File: config.mk
export PLATFORM = sky130hd
export DESIGN_NAME = dual_parallel_port_mailbox
export DESIGN_NICKNAME = d
export VERILOG_FILES = /design/src/rtl/dpm_pkg.sv /design/src/rtl/dpm_core.sv /design/src/rtl/dpm_rsp_fifo.sv /design/src/rtl/dual_parallel_port_mailbox.sv
export SDC_FILE = /design/constraint.sdc
export NUM_CORES = 1
export LEC_CHECK = 0
export BUFFER_PORTS_ARGS = -buffer_cell sky130_fd_sc_hd__buf_4
export CAP_MARGIN = 20
export CORE_ASPECT_RATIO = 1.75
export CORE_UTILIZATION = 50
export DETAILED_ROUTE_END_ITERATION = 7
export GPL_TIMING_DRIVEN = 0
export PLACE_DENSITY = 0.78
export SYNTH_ARGS = -nofsm -noshare
export SYNTH_HDL_FRONTEND = slang
export SYNTH_HIERARCHICAL = 1
export SYNTH_SLANG_ARGS = --single-unit
File: constraint.sdc
create_clock -name clock -period 8.6 [get_ports clock]
set_clock_uncertainty 0.15 [all_clocks]
set_input_delay 0.43 -clock clock [delete_from_list [all_inputs] [get_ports clock]]
set_output_delay 0.43 -clock clock [all_outputs]
set_load 0.1 [all_outputs]
File: src/rtl/dpm_pkg.sv
`timescale 1ns / 1ps
`default_nettype none

package dpm_pkg;

   // Kind of access carried by one input word
   typedef enum logic [1:0] {
      MODE_READ  = 2'd0,
      MODE_WRITE = 2'd1,
      MODE_POLL  = 2'd2,
      MODE_NONE  = 2'd3
   } mode_type;

   // Register select, offset bits 2:1
   typedef enum logic [1:0] {
      REG_CSR  = 2'd0,
      REG_OBUF = 2'd1,
      REG_IBUF = 2'd2,
      REG_NONE = 2'd3
   } regsel_type;

   localparam int MEM_BLOCKS_W   = 3;
   localparam logic [MEM_BLOCKS_W-1:0] MEM_BLOCKS_RESET = 3'd4;

   // CSR bit positions
   localparam int CSR_IE_BIT     = 6;
   localparam int CSR_FLAG_BIT   = 7;

   // Status word: inactive-level bits
   localparam int ST_LVL0_BIT    = 7;
   localparam int ST_LVL1_BIT    = 15;
   localparam int ST_LVL2_BIT    = 6;
   localparam int ST_LVL3_BIT    = 14;

   // One accepted input word
   typedef struct packed {
      logic [1:0]  mode;
      logic        port_sel;
      logic [2:0]  reg_offset;
      logic [15:0] write_data;
      logic        word_access;
      logic [17:0] block_pointer;
      logic [3:0]  level_summary;
      logic        pointer_written;
      logic        summary_changed;
   } item_type;

   // One result word
   typedef struct packed {
      logic [15:0] read_data;
      logic        bus_error;
      logic        req_valid;
      logic [1:0]  req_level;
      logic [7:0]  req_vector;
      logic        pointer_ack;
      logic        clear_written;
      logic        clear_changed;
      logic        irq_first;
      logic        irq_second;
      logic        last;
   } rsp_type;

   // Free space in the result queue
   typedef struct packed {
      logic one;
      logic two;
   } room_type;

endpackage

`default_nettype wire

File: src/rtl/dpm_core.sv
`timescale 1ns / 1ps
`default_nettype none

module dpm_core (
   input  wire logic                                 clock,
   input  wire logic                                 reset,
   input  wire dpm_pkg::item_type                    item,
   input  wire logic                                 fire,
   input  wire logic [dpm_pkg::MEM_BLOCKS_W-1:0]     mem_blocks,
   output dpm_pkg::rsp_type                          res0,
   output dpm_pkg::rsp_type                          res1,
   output logic                                      two
);
   import dpm_pkg::*;

   logic first_enable_ff, first_enable_in;
   logic first_done_ff, first_done_in;
   logic second_enable_ff, second_enable_in;
   logic second_newblock_ff, second_newblock_in;
   logic first_irq_ff, first_irq_in;
   logic second_irq_ff, second_irq_in;

   logic        done_chk;
   logic        odd;
   logic        ie;
   logic [1:0]  lvl_hi;
   logic [1:0]  lvl_lo;
   logic [15:0] status;

   assign odd    = item.reg_offset[0];
   assign ie     = item.write_data[CSR_IE_BIT];
   assign lvl_hi = {item.port_sel, 1'b1};
   assign lvl_lo = {item.port_sel, 1'b0};

   // Status word: pointer high bits, memory size, inactive levels
   always_comb begin
      status = '0;
      status[1:0]  = item.block_pointer[16:15];
      status[10:8] = mem_blocks;
      status[ST_LVL0_BIT] = ~item.level_summary[0];
      status[ST_LVL1_BIT] = ~item.level_summary[1];
      status[ST_LVL2_BIT] = ~item.level_summary[2];
      status[ST_LVL3_BIT] = ~item.level_summary[3];
   end

   // Decode the word, build results and next flag state
   always_comb begin
      first_enable_in    = first_enable_ff;
      first_done_in      = first_done_ff;
      second_enable_in   = second_enable_ff;
      second_newblock_in = second_newblock_ff;
      first_irq_in       = first_irq_ff;
      second_irq_in      = second_irq_ff;
      res0               = '0;
      res1               = '0;
      two                = 1'b0;
      done_chk           = 1'b0;

      case (mode_type'(item.mode))
         MODE_READ: begin
            case (regsel_type'(item.reg_offset[2:1]))
               REG_CSR: begin
                  if (!item.port_sel) begin
                     res0.read_data[CSR_IE_BIT]   = first_enable_ff;
                     res0.read_data[CSR_FLAG_BIT] = first_done_ff;
                  end else begin
                     res0.read_data[CSR_IE_BIT]   = second_enable_ff;
                     res0.read_data[CSR_FLAG_BIT] = second_newblock_ff;
                  end
               end
               REG_IBUF: begin
                  if (!item.port_sel) begin
                     res0.read_data = status;
                     done_chk       = 1'b1;
                  end else begin
                     res0.read_data     = {item.block_pointer[14:0], 1'b0};
                     second_newblock_in = 1'b0;
                     second_irq_in      = 1'b0;
                     res0.pointer_ack   = 1'b1;
                  end
               end
               REG_NONE: res0.bus_error = 1'b1;
               default: ;
            endcase
         end
         MODE_WRITE: begin
            case (regsel_type'(item.reg_offset[2:1]))
               REG_CSR: begin
                  if (!odd) begin
                     if (!item.port_sel) begin
                        if (!ie)
                           first_irq_in = 1'b0;
                        else if (first_done_ff && !first_enable_ff)
                           first_irq_in = 1'b1;
                        first_enable_in = ie;
                     end else begin
                        if (!ie)
                           second_irq_in = 1'b0;
                        else if (second_newblock_ff && !second_enable_ff)
                           second_irq_in = 1'b1;
                        second_enable_in = ie;
                     end
                  end
               end
               REG_OBUF: begin
                  res0.req_valid = 1'b1;
                  if (odd) begin
                     res0.req_level  = lvl_hi;
                     res0.req_vector = item.write_data[7:0];
                  end else if (item.word_access) begin
                     // High byte goes out first, low byte second
                     res0.req_level  = lvl_hi;
                     res0.req_vector = item.write_data[15:8];
                     res1.req_valid  = 1'b1;
                     res1.req_level  = lvl_lo;
                     res1.req_vector = item.write_data[7:0];
                     two             = 1'b1;
                  end else begin
                     res0.req_level  = lvl_lo;
                     res0.req_vector = item.write_data[7:0];
                  end
               end
               REG_NONE: res0.bus_error = 1'b1;
               default: ;
            endcase
         end
         MODE_POLL: begin
            if (item.pointer_written) begin
               second_newblock_in = 1'b1;
               if (second_enable_ff)
                  second_irq_in = 1'b1;
               res0.clear_written = 1'b1;
            end
            if (item.summary_changed) begin
               done_chk           = 1'b1;
               res0.clear_changed = 1'b1;
            end
         end
         default: ;
      endcase

      // Done check: partner went fully idle; flag is sticky until reset
      if (done_chk && item.level_summary == 4'd0 && !first_done_ff) begin
         first_done_in = 1'b1;
         if (first_enable_ff)
            first_irq_in = 1'b1;
      end

      res0.irq_first  = first_irq_in;
      res0.irq_second = second_irq_in;
      res0.last       = ~two;
      res1.irq_first  = first_irq_in;
      res1.irq_second = second_irq_in;
      res1.last       = 1'b1;
   end

   // Flag state
   always_ff @(posedge clock) begin
      if (reset) begin
         first_enable_ff    <= 1'b0;
         first_done_ff      <= 1'b0;
         second_enable_ff   <= 1'b0;
         second_newblock_ff <= 1'b0;
         first_irq_ff       <= 1'b0;
         second_irq_ff      <= 1'b0;
      end else if (fire) begin
         first_enable_ff    <= first_enable_in;
         first_done_ff      <= first_done_in;
         second_enable_ff   <= second_enable_in;
         second_newblock_ff <= second_newblock_in;
         first_irq_ff       <= first_irq_in;
         second_irq_ff      <= second_irq_in;
      end
   end

endmodule

`default_nettype wire

File: src/rtl/dpm_rsp_fifo.sv
`timescale 1ns / 1ps
`default_nettype none

module dpm_rsp_fifo (
   input  wire logic              clock,
   input  wire logic              reset,
   input  wire logic              push,
   input  wire logic              push_two,
   input  wire dpm_pkg::rsp_type  wdata0,
   input  wire dpm_pkg::rsp_type  wdata1,
   output dpm_pkg::room_type      room,
   output logic                   rsp_valid,
   input  wire logic              rsp_ready,
   output dpm_pkg::rsp_type       head
);
   import dpm_pkg::*;

   rsp_type    entry_ff [2];
   logic       rd_ptr_ff, rd_ptr_in;
   logic       wr_ptr_ff, wr_ptr_in;
   logic [1:0] count_ff, count_in;
   logic       pop;
   logic [1:0] push_n;

   assign rsp_valid = (count_ff != 2'd0);
   assign pop       = rsp_valid & rsp_ready;
   assign head      = entry_ff[rd_ptr_ff];

   // Space left once this cycle's pop is counted
   assign room.one = (count_ff != 2'd2) | pop;
   assign room.two = (count_ff == 2'd0) | ((count_ff == 2'd1) & pop);

   assign push_n    = push ? (push_two ? 2'd2 : 2'd1) : 2'd0;
   assign rd_ptr_in = rd_ptr_ff ^ pop;
   assign wr_ptr_in = wr_ptr_ff ^ (push & ~push_two);
   assign count_in  = count_ff - {1'b0, pop} + push_n;

   // Pointers and fill
   always_ff @(posedge clock) begin
      if (reset) begin
         rd_ptr_ff <= 1'b0;
         wr_ptr_ff <= 1'b0;
         count_ff  <= 2'd0;
      end else begin
         rd_ptr_ff <= rd_ptr_in;
         wr_ptr_ff <= wr_ptr_in;
         count_ff  <= count_in;
      end
   end

   // Storage; a double push fills both slots in order
   always_ff @(posedge clock) begin
      if (push) begin
         entry_ff[wr_ptr_ff] <= wdata0;
         if (push_two)
            entry_ff[~wr_ptr_ff] <= wdata1;
      end
   end

endmodule

`default_nettype wire

File: src/rtl/dual_parallel_port_mailbox.sv
`timescale 1ns / 1ps
`default_nettype none

// Channel   Ports                         Moves
// -------   ----------------------------  ---------------------------------
// request   req_valid / req_ready / req_* one bus read, bus write or poll word
// response  rsp_valid / rsp_ready / rsp_* one result word, last marks the end
// csr       csr_wr_en / csr_wr_data       local memory size, written at once
//
// One request word is taken per cycle while req_ready is high; its results
// are registered in the result queue. A full-word output-buffer write at an
// even offset gives two result words, so it holds the decode stage until the
// two-entry result queue has both slots free. Synchronous reset clears all
// flags, lines and queue state and loads a memory size of 4. A response stall
// backs up through the queue into the input register, then drops req_ready.

module dual_parallel_port_mailbox (
   input  wire logic        clock,
   input  wire logic        reset,

   input  wire logic        req_valid,
   output logic             req_ready,
   input  wire logic [1:0]  req_mode,
   input  wire logic        req_port_sel,
   input  wire logic [2:0]  req_reg_offset,
   input  wire logic [15:0] req_write_data,
   input  wire logic        req_word_access,
   input  wire logic [17:0] req_block_pointer,
   input  wire logic [3:0]  req_level_summary,
   input  wire logic        req_pointer_written,
   input  wire logic        req_summary_changed,

   output logic             rsp_valid,
   input  wire logic        rsp_ready,
   output logic [15:0]      rsp_read_data,
   output logic             rsp_bus_error,
   output logic             rsp_req_valid,
   output logic [1:0]       rsp_req_level,
   output logic [7:0]       rsp_req_vector,
   output logic             rsp_pointer_ack,
   output logic             rsp_clear_written,
   output logic             rsp_clear_changed,
   output logic             rsp_irq_first,
   output logic             rsp_irq_second,
   output logic             rsp_last,

   input  wire logic        csr_wr_en,
   input  wire logic [2:0]  csr_wr_data
);
   import dpm_pkg::*;

   item_type                 in_item_ff;
   logic                     in_valid_ff, in_valid_in;
   logic [MEM_BLOCKS_W-1:0]  mem_blocks_ff;
   logic                     fire;
   logic                     req_fire;
   logic                     two;
   rsp_type                  res0, res1, head;
   room_type                 room;

   // Input register handshake
   assign fire        = in_valid_ff & (two ? room.two : room.one);
   assign req_ready   = ~in_valid_ff | fire;
   assign req_fire    = req_valid & req_ready;
   assign in_valid_in = req_fire | (in_valid_ff & ~fire);

   always_ff @(posedge clock) begin
      if (reset)
         in_valid_ff <= 1'b0;
      else
         in_valid_ff <= in_valid_in;
   end

   always_ff @(posedge clock) begin
      if (req_fire) begin
         in_item_ff.mode            <= req_mode;
         in_item_ff.port_sel        <= req_port_sel;
         in_item_ff.reg_offset      <= req_reg_offset;
         in_item_ff.write_data      <= req_write_data;
         in_item_ff.word_access     <= req_word_access;
         in_item_ff.block_pointer   <= req_block_pointer;
         in_item_ff.level_summary   <= req_level_summary;
         in_item_ff.pointer_written <= req_pointer_written;
         in_item_ff.summary_changed <= req_summary_changed;
      end
   end

   // Memory size register
   always_ff @(posedge clock) begin
      if (reset)
         mem_blocks_ff <= MEM_BLOCKS_RESET;
      else if (csr_wr_en)
         mem_blocks_ff <= csr_wr_data;
   end

   dpm_core u_core (
      .clock      (clock),
      .reset      (reset),
      .item       (in_item_ff),
      .fire       (fire),
      .mem_blocks (mem_blocks_ff),
      .res0       (res0),
      .res1       (res1),
      .two        (two)
   );

   dpm_rsp_fifo u_fifo (
      .clock     (clock),
      .reset     (reset),
      .push      (fire),
      .push_two  (two),
      .wdata0    (res0),
      .wdata1    (res1),
      .room      (room),
      .rsp_valid (rsp_valid),
      .rsp_ready (rsp_ready),
      .head      (head)
   );

   assign rsp_read_data     = head.read_data;
   assign rsp_bus_error     = head.bus_error;
   assign rsp_req_valid     = head.req_valid;
   assign rsp_req_level     = head.req_level;
   assign rsp_req_vector    = head.req_vector;
   assign rsp_pointer_ack   = head.pointer_ack;
   assign rsp_clear_written = head.clear_written;
   assign rsp_clear_changed = head.clear_changed;
   assign rsp_irq_first     = head.irq_first;
   assign rsp_irq_second    = head.irq_second;
   assign rsp_last          = head.last;

endmodule

`default_nettype wire

==> results.md <==
- Routed len/inst: between 15 and 20 um
- Finished Core Util: 0.649
- Worst-path maximum fanout: 10
- CP required: 8.60 ns
- Flop2flop setup slack: around 4.7 ns
- Drc violations: 0
- Syn avg cell area: between 10 and 15 um^2
- Max-slew violation count: 0
- Least-Margin Pin Slew: 0.907 ns
- Std cell rows: 53
- Crit Path Class: flop to flop
- Leak Pwr: 0.00333 uW
- Reg clk slew, reported paths: 0.06 ns
- I/O pin total: 91
- Antenna cells: 0
- First-pass GRT wire length: 19500 um
- R2R cell count: 8
- Worst slew margin relative to its limit: 0.395
- Root cell of the clock tree: clkbuf_16
- # port buffers: 89
- Pin count of the biggest net entering global routing: 35
- Initial Utilization: 0.519
- Worst flop-to-flop path startpoint: in_item_ff[46]$_DFFE_PP_
- Power Density: 258 nW/um^2
- Final setup violation count: 0
- Num CTS Buffers: 17
- Area growth syn-to-layout: 25.1%
- Critical path depth: 8
- Fmax: 258 MHz
- DIE HEIGHT: 150 um
- Syn Inst Count: ~440
- RR Endpoint: u_fifo/entry_ff[0][16]$_DFFE_PP_
- Buf/Inv on CP: 1
- Core ar.: 12100 um^2
- Full die area: approximately 13000 um^2
- Tmin final: between 3 and 4 ns
- Final hold viol count: 0
- Max cap viols: 0
- Placed insts: ~700
- 1st-pass router iterations: 4
- CTS sink count: 128
- Placer Congestion: between 0.7 and 0.8
- Post-cts sizing count: 0
- Number of global-route vias before repair: 4044
- Hold_buf cts: 0
- Gr usage total: 0.207
- Synth warn: 6
- Critical Path Sink Type: flop
- DPL Wire Length: 8960 um
- Setup crit start kind: flop
- Delay-heaviest family, CP: simple AND/OR/NAND/NOR gates
- Outcome: finished, final reports clean
- Post-route clock period utilization: 0.450
- Crit path to: u_fifo/entry_ff[0][16]$_DFFE_PP_
- Share of cells above drive strength 1: 0.478
- H-tree levels: 4
- Global route total overflow: 0
- Hold Crit Class: input port to flop
- Clock latency on the worst-skew pair: 0.41 ns
- Crit path DAT: slightly below 4 ns
- Worst Setup SP: in_item_ff[46]$_DFFE_PP_
- Slowest stage cell, crit path: nor2_1
- Final #Nets: 626
- Post-CTS setup buffer count: 0
- Clock buffer depth: 2
- RSZ-0062 raised after global routing: no
- Minimum hold slack: ~0.04 ns
- Vias per Instance: 5.16
- Initial antenna violation count: 0
- Drt total wl: 12600 um
- Starting DRT DRC Count: 178
- Critical path's largest stage delay: 0.54 ns
- CTS tree: built
- Cell breakdown of the critical path: nand2b_1, or3b_2, nor2_1, mux2i_2, nor2b_1, nand3_1, buf_2, mux2_2
- Routed vias: about 3900
- Setup TNS: 0 ns
- Post-Syn Area: 6300 um^2
- Remaining antenna violation count after routing: 0
- Die X: 86.8 um
- Fin cells: 747
- Worst IR drop on VDD: 0.169 mV
[worst min path at each step]
stage / slack (ns) / end / from / cells after the start
finish: 0.04 / in_item_ff[14]$_DFFE_PP_ / req_block_pointer[8] / 1
floorplan: 0.29 / mem_blocks_ff[2]$_SDFFE_PP1P_ / mem_blocks_ff[2]$_SDFFE_PP1P_ / 2
global placement: 0.31 / mem_blocks_ff[2]$_SDFFE_PP1P_ / mem_blocks_ff[2]$_SDFFE_PP1P_ / 2
detailed placement: 0.33 / mem_blocks_ff[2]$_SDFFE_PP1P_ / mem_blocks_ff[2]$_SDFFE_PP1P_ / 2
CTS: 0.02 / in_item_ff[14]$_DFFE_PP_ / req_block_pointer[8] / 1
global route: 0.02 / in_item_ff[18]$_DFFE_PP_ / req_block_pointer[12] / 1
[worst register-to-register path, stage by stage, from the launching register on]
cell	delay [ns]
edfxtp_1	0.51
nand2b_1	0.22
or3b_2	0.49
nor2_1	0.54
mux2i_2	0.45
nor2b_1	0.19
nand3_1	0.31
buf_2	0.36
mux2_2	0.38
[registers in the layout, indices dropped and copies added (netlist names)]
name / cells
u_fifo/entry_ff: 68
in_item_ff: 46
mem_blocks_ff: 3
u_fifo/count_ff: 2
in_valid_ff: 1
u_core/first_done_ff: 1
u_core/first_enable_ff: 1
u_core/first_irq_ff: 1
u_core/second_enable_ff: 1
u_core/second_irq_ff: 1
u_core/second_newblock_ff: 1
u_fifo/rd_ptr_ff: 1
u_fifo/wr_ptr_ff: 1
[layout by cell type (no fill, tap or decap), drive strengths merged, types with 3 or more instances in the layout]
cell and count:
nor3 5, nor2 17, clkinv 7, a22o 5
nor2b 5, a21oi 14, nand2 31, edfxtp 114
a311oi 3, inv 9, o21ai 4, or2 3
nand3 4, and3 10, nand2b 4, buf 136
conb 22, dfxtp 14, mux2 102, mux2i 8
clkbuf 24, and2 8
[where the power goes]
part	leakage (uW)	switching [uW]	internal [uW]
clock	0.000271	250	424
combinational	0.00185	439	175
sequential	0.00120	20.3	725
[routing by layer]
layer / part of all wire / track usage
met1: 0.36 / 0.201
met5: 0 / 0
met3: 0.038 / 0.0493
met4: 0.027 / 0.111
met2: 0.57 / 0.391
[through the flow]
stage	instance area, um^2	power [uW]	setup WS (ns)
after detailed placement	7320	1370	4.73
after CTS	7880	2050	4.72
after global routing	7880	2100	4.51
after global placement	7250	1360	1.39
final	7880	2030	4.73
after floorplan	6370	1240	2.92
[area by class of cell]
type                    count  area, um^2
clock inverters            11         118
clock buffers              21         440
multi-input cells         274        2310
fillers                   896        4260
well taps                 165         206
inverters                   9        33.8
flip-flops and latches    128        3700
plain buffers              48         347
repair buffers             91         716
Note: power is estimated with default switching activity, not from simulation.
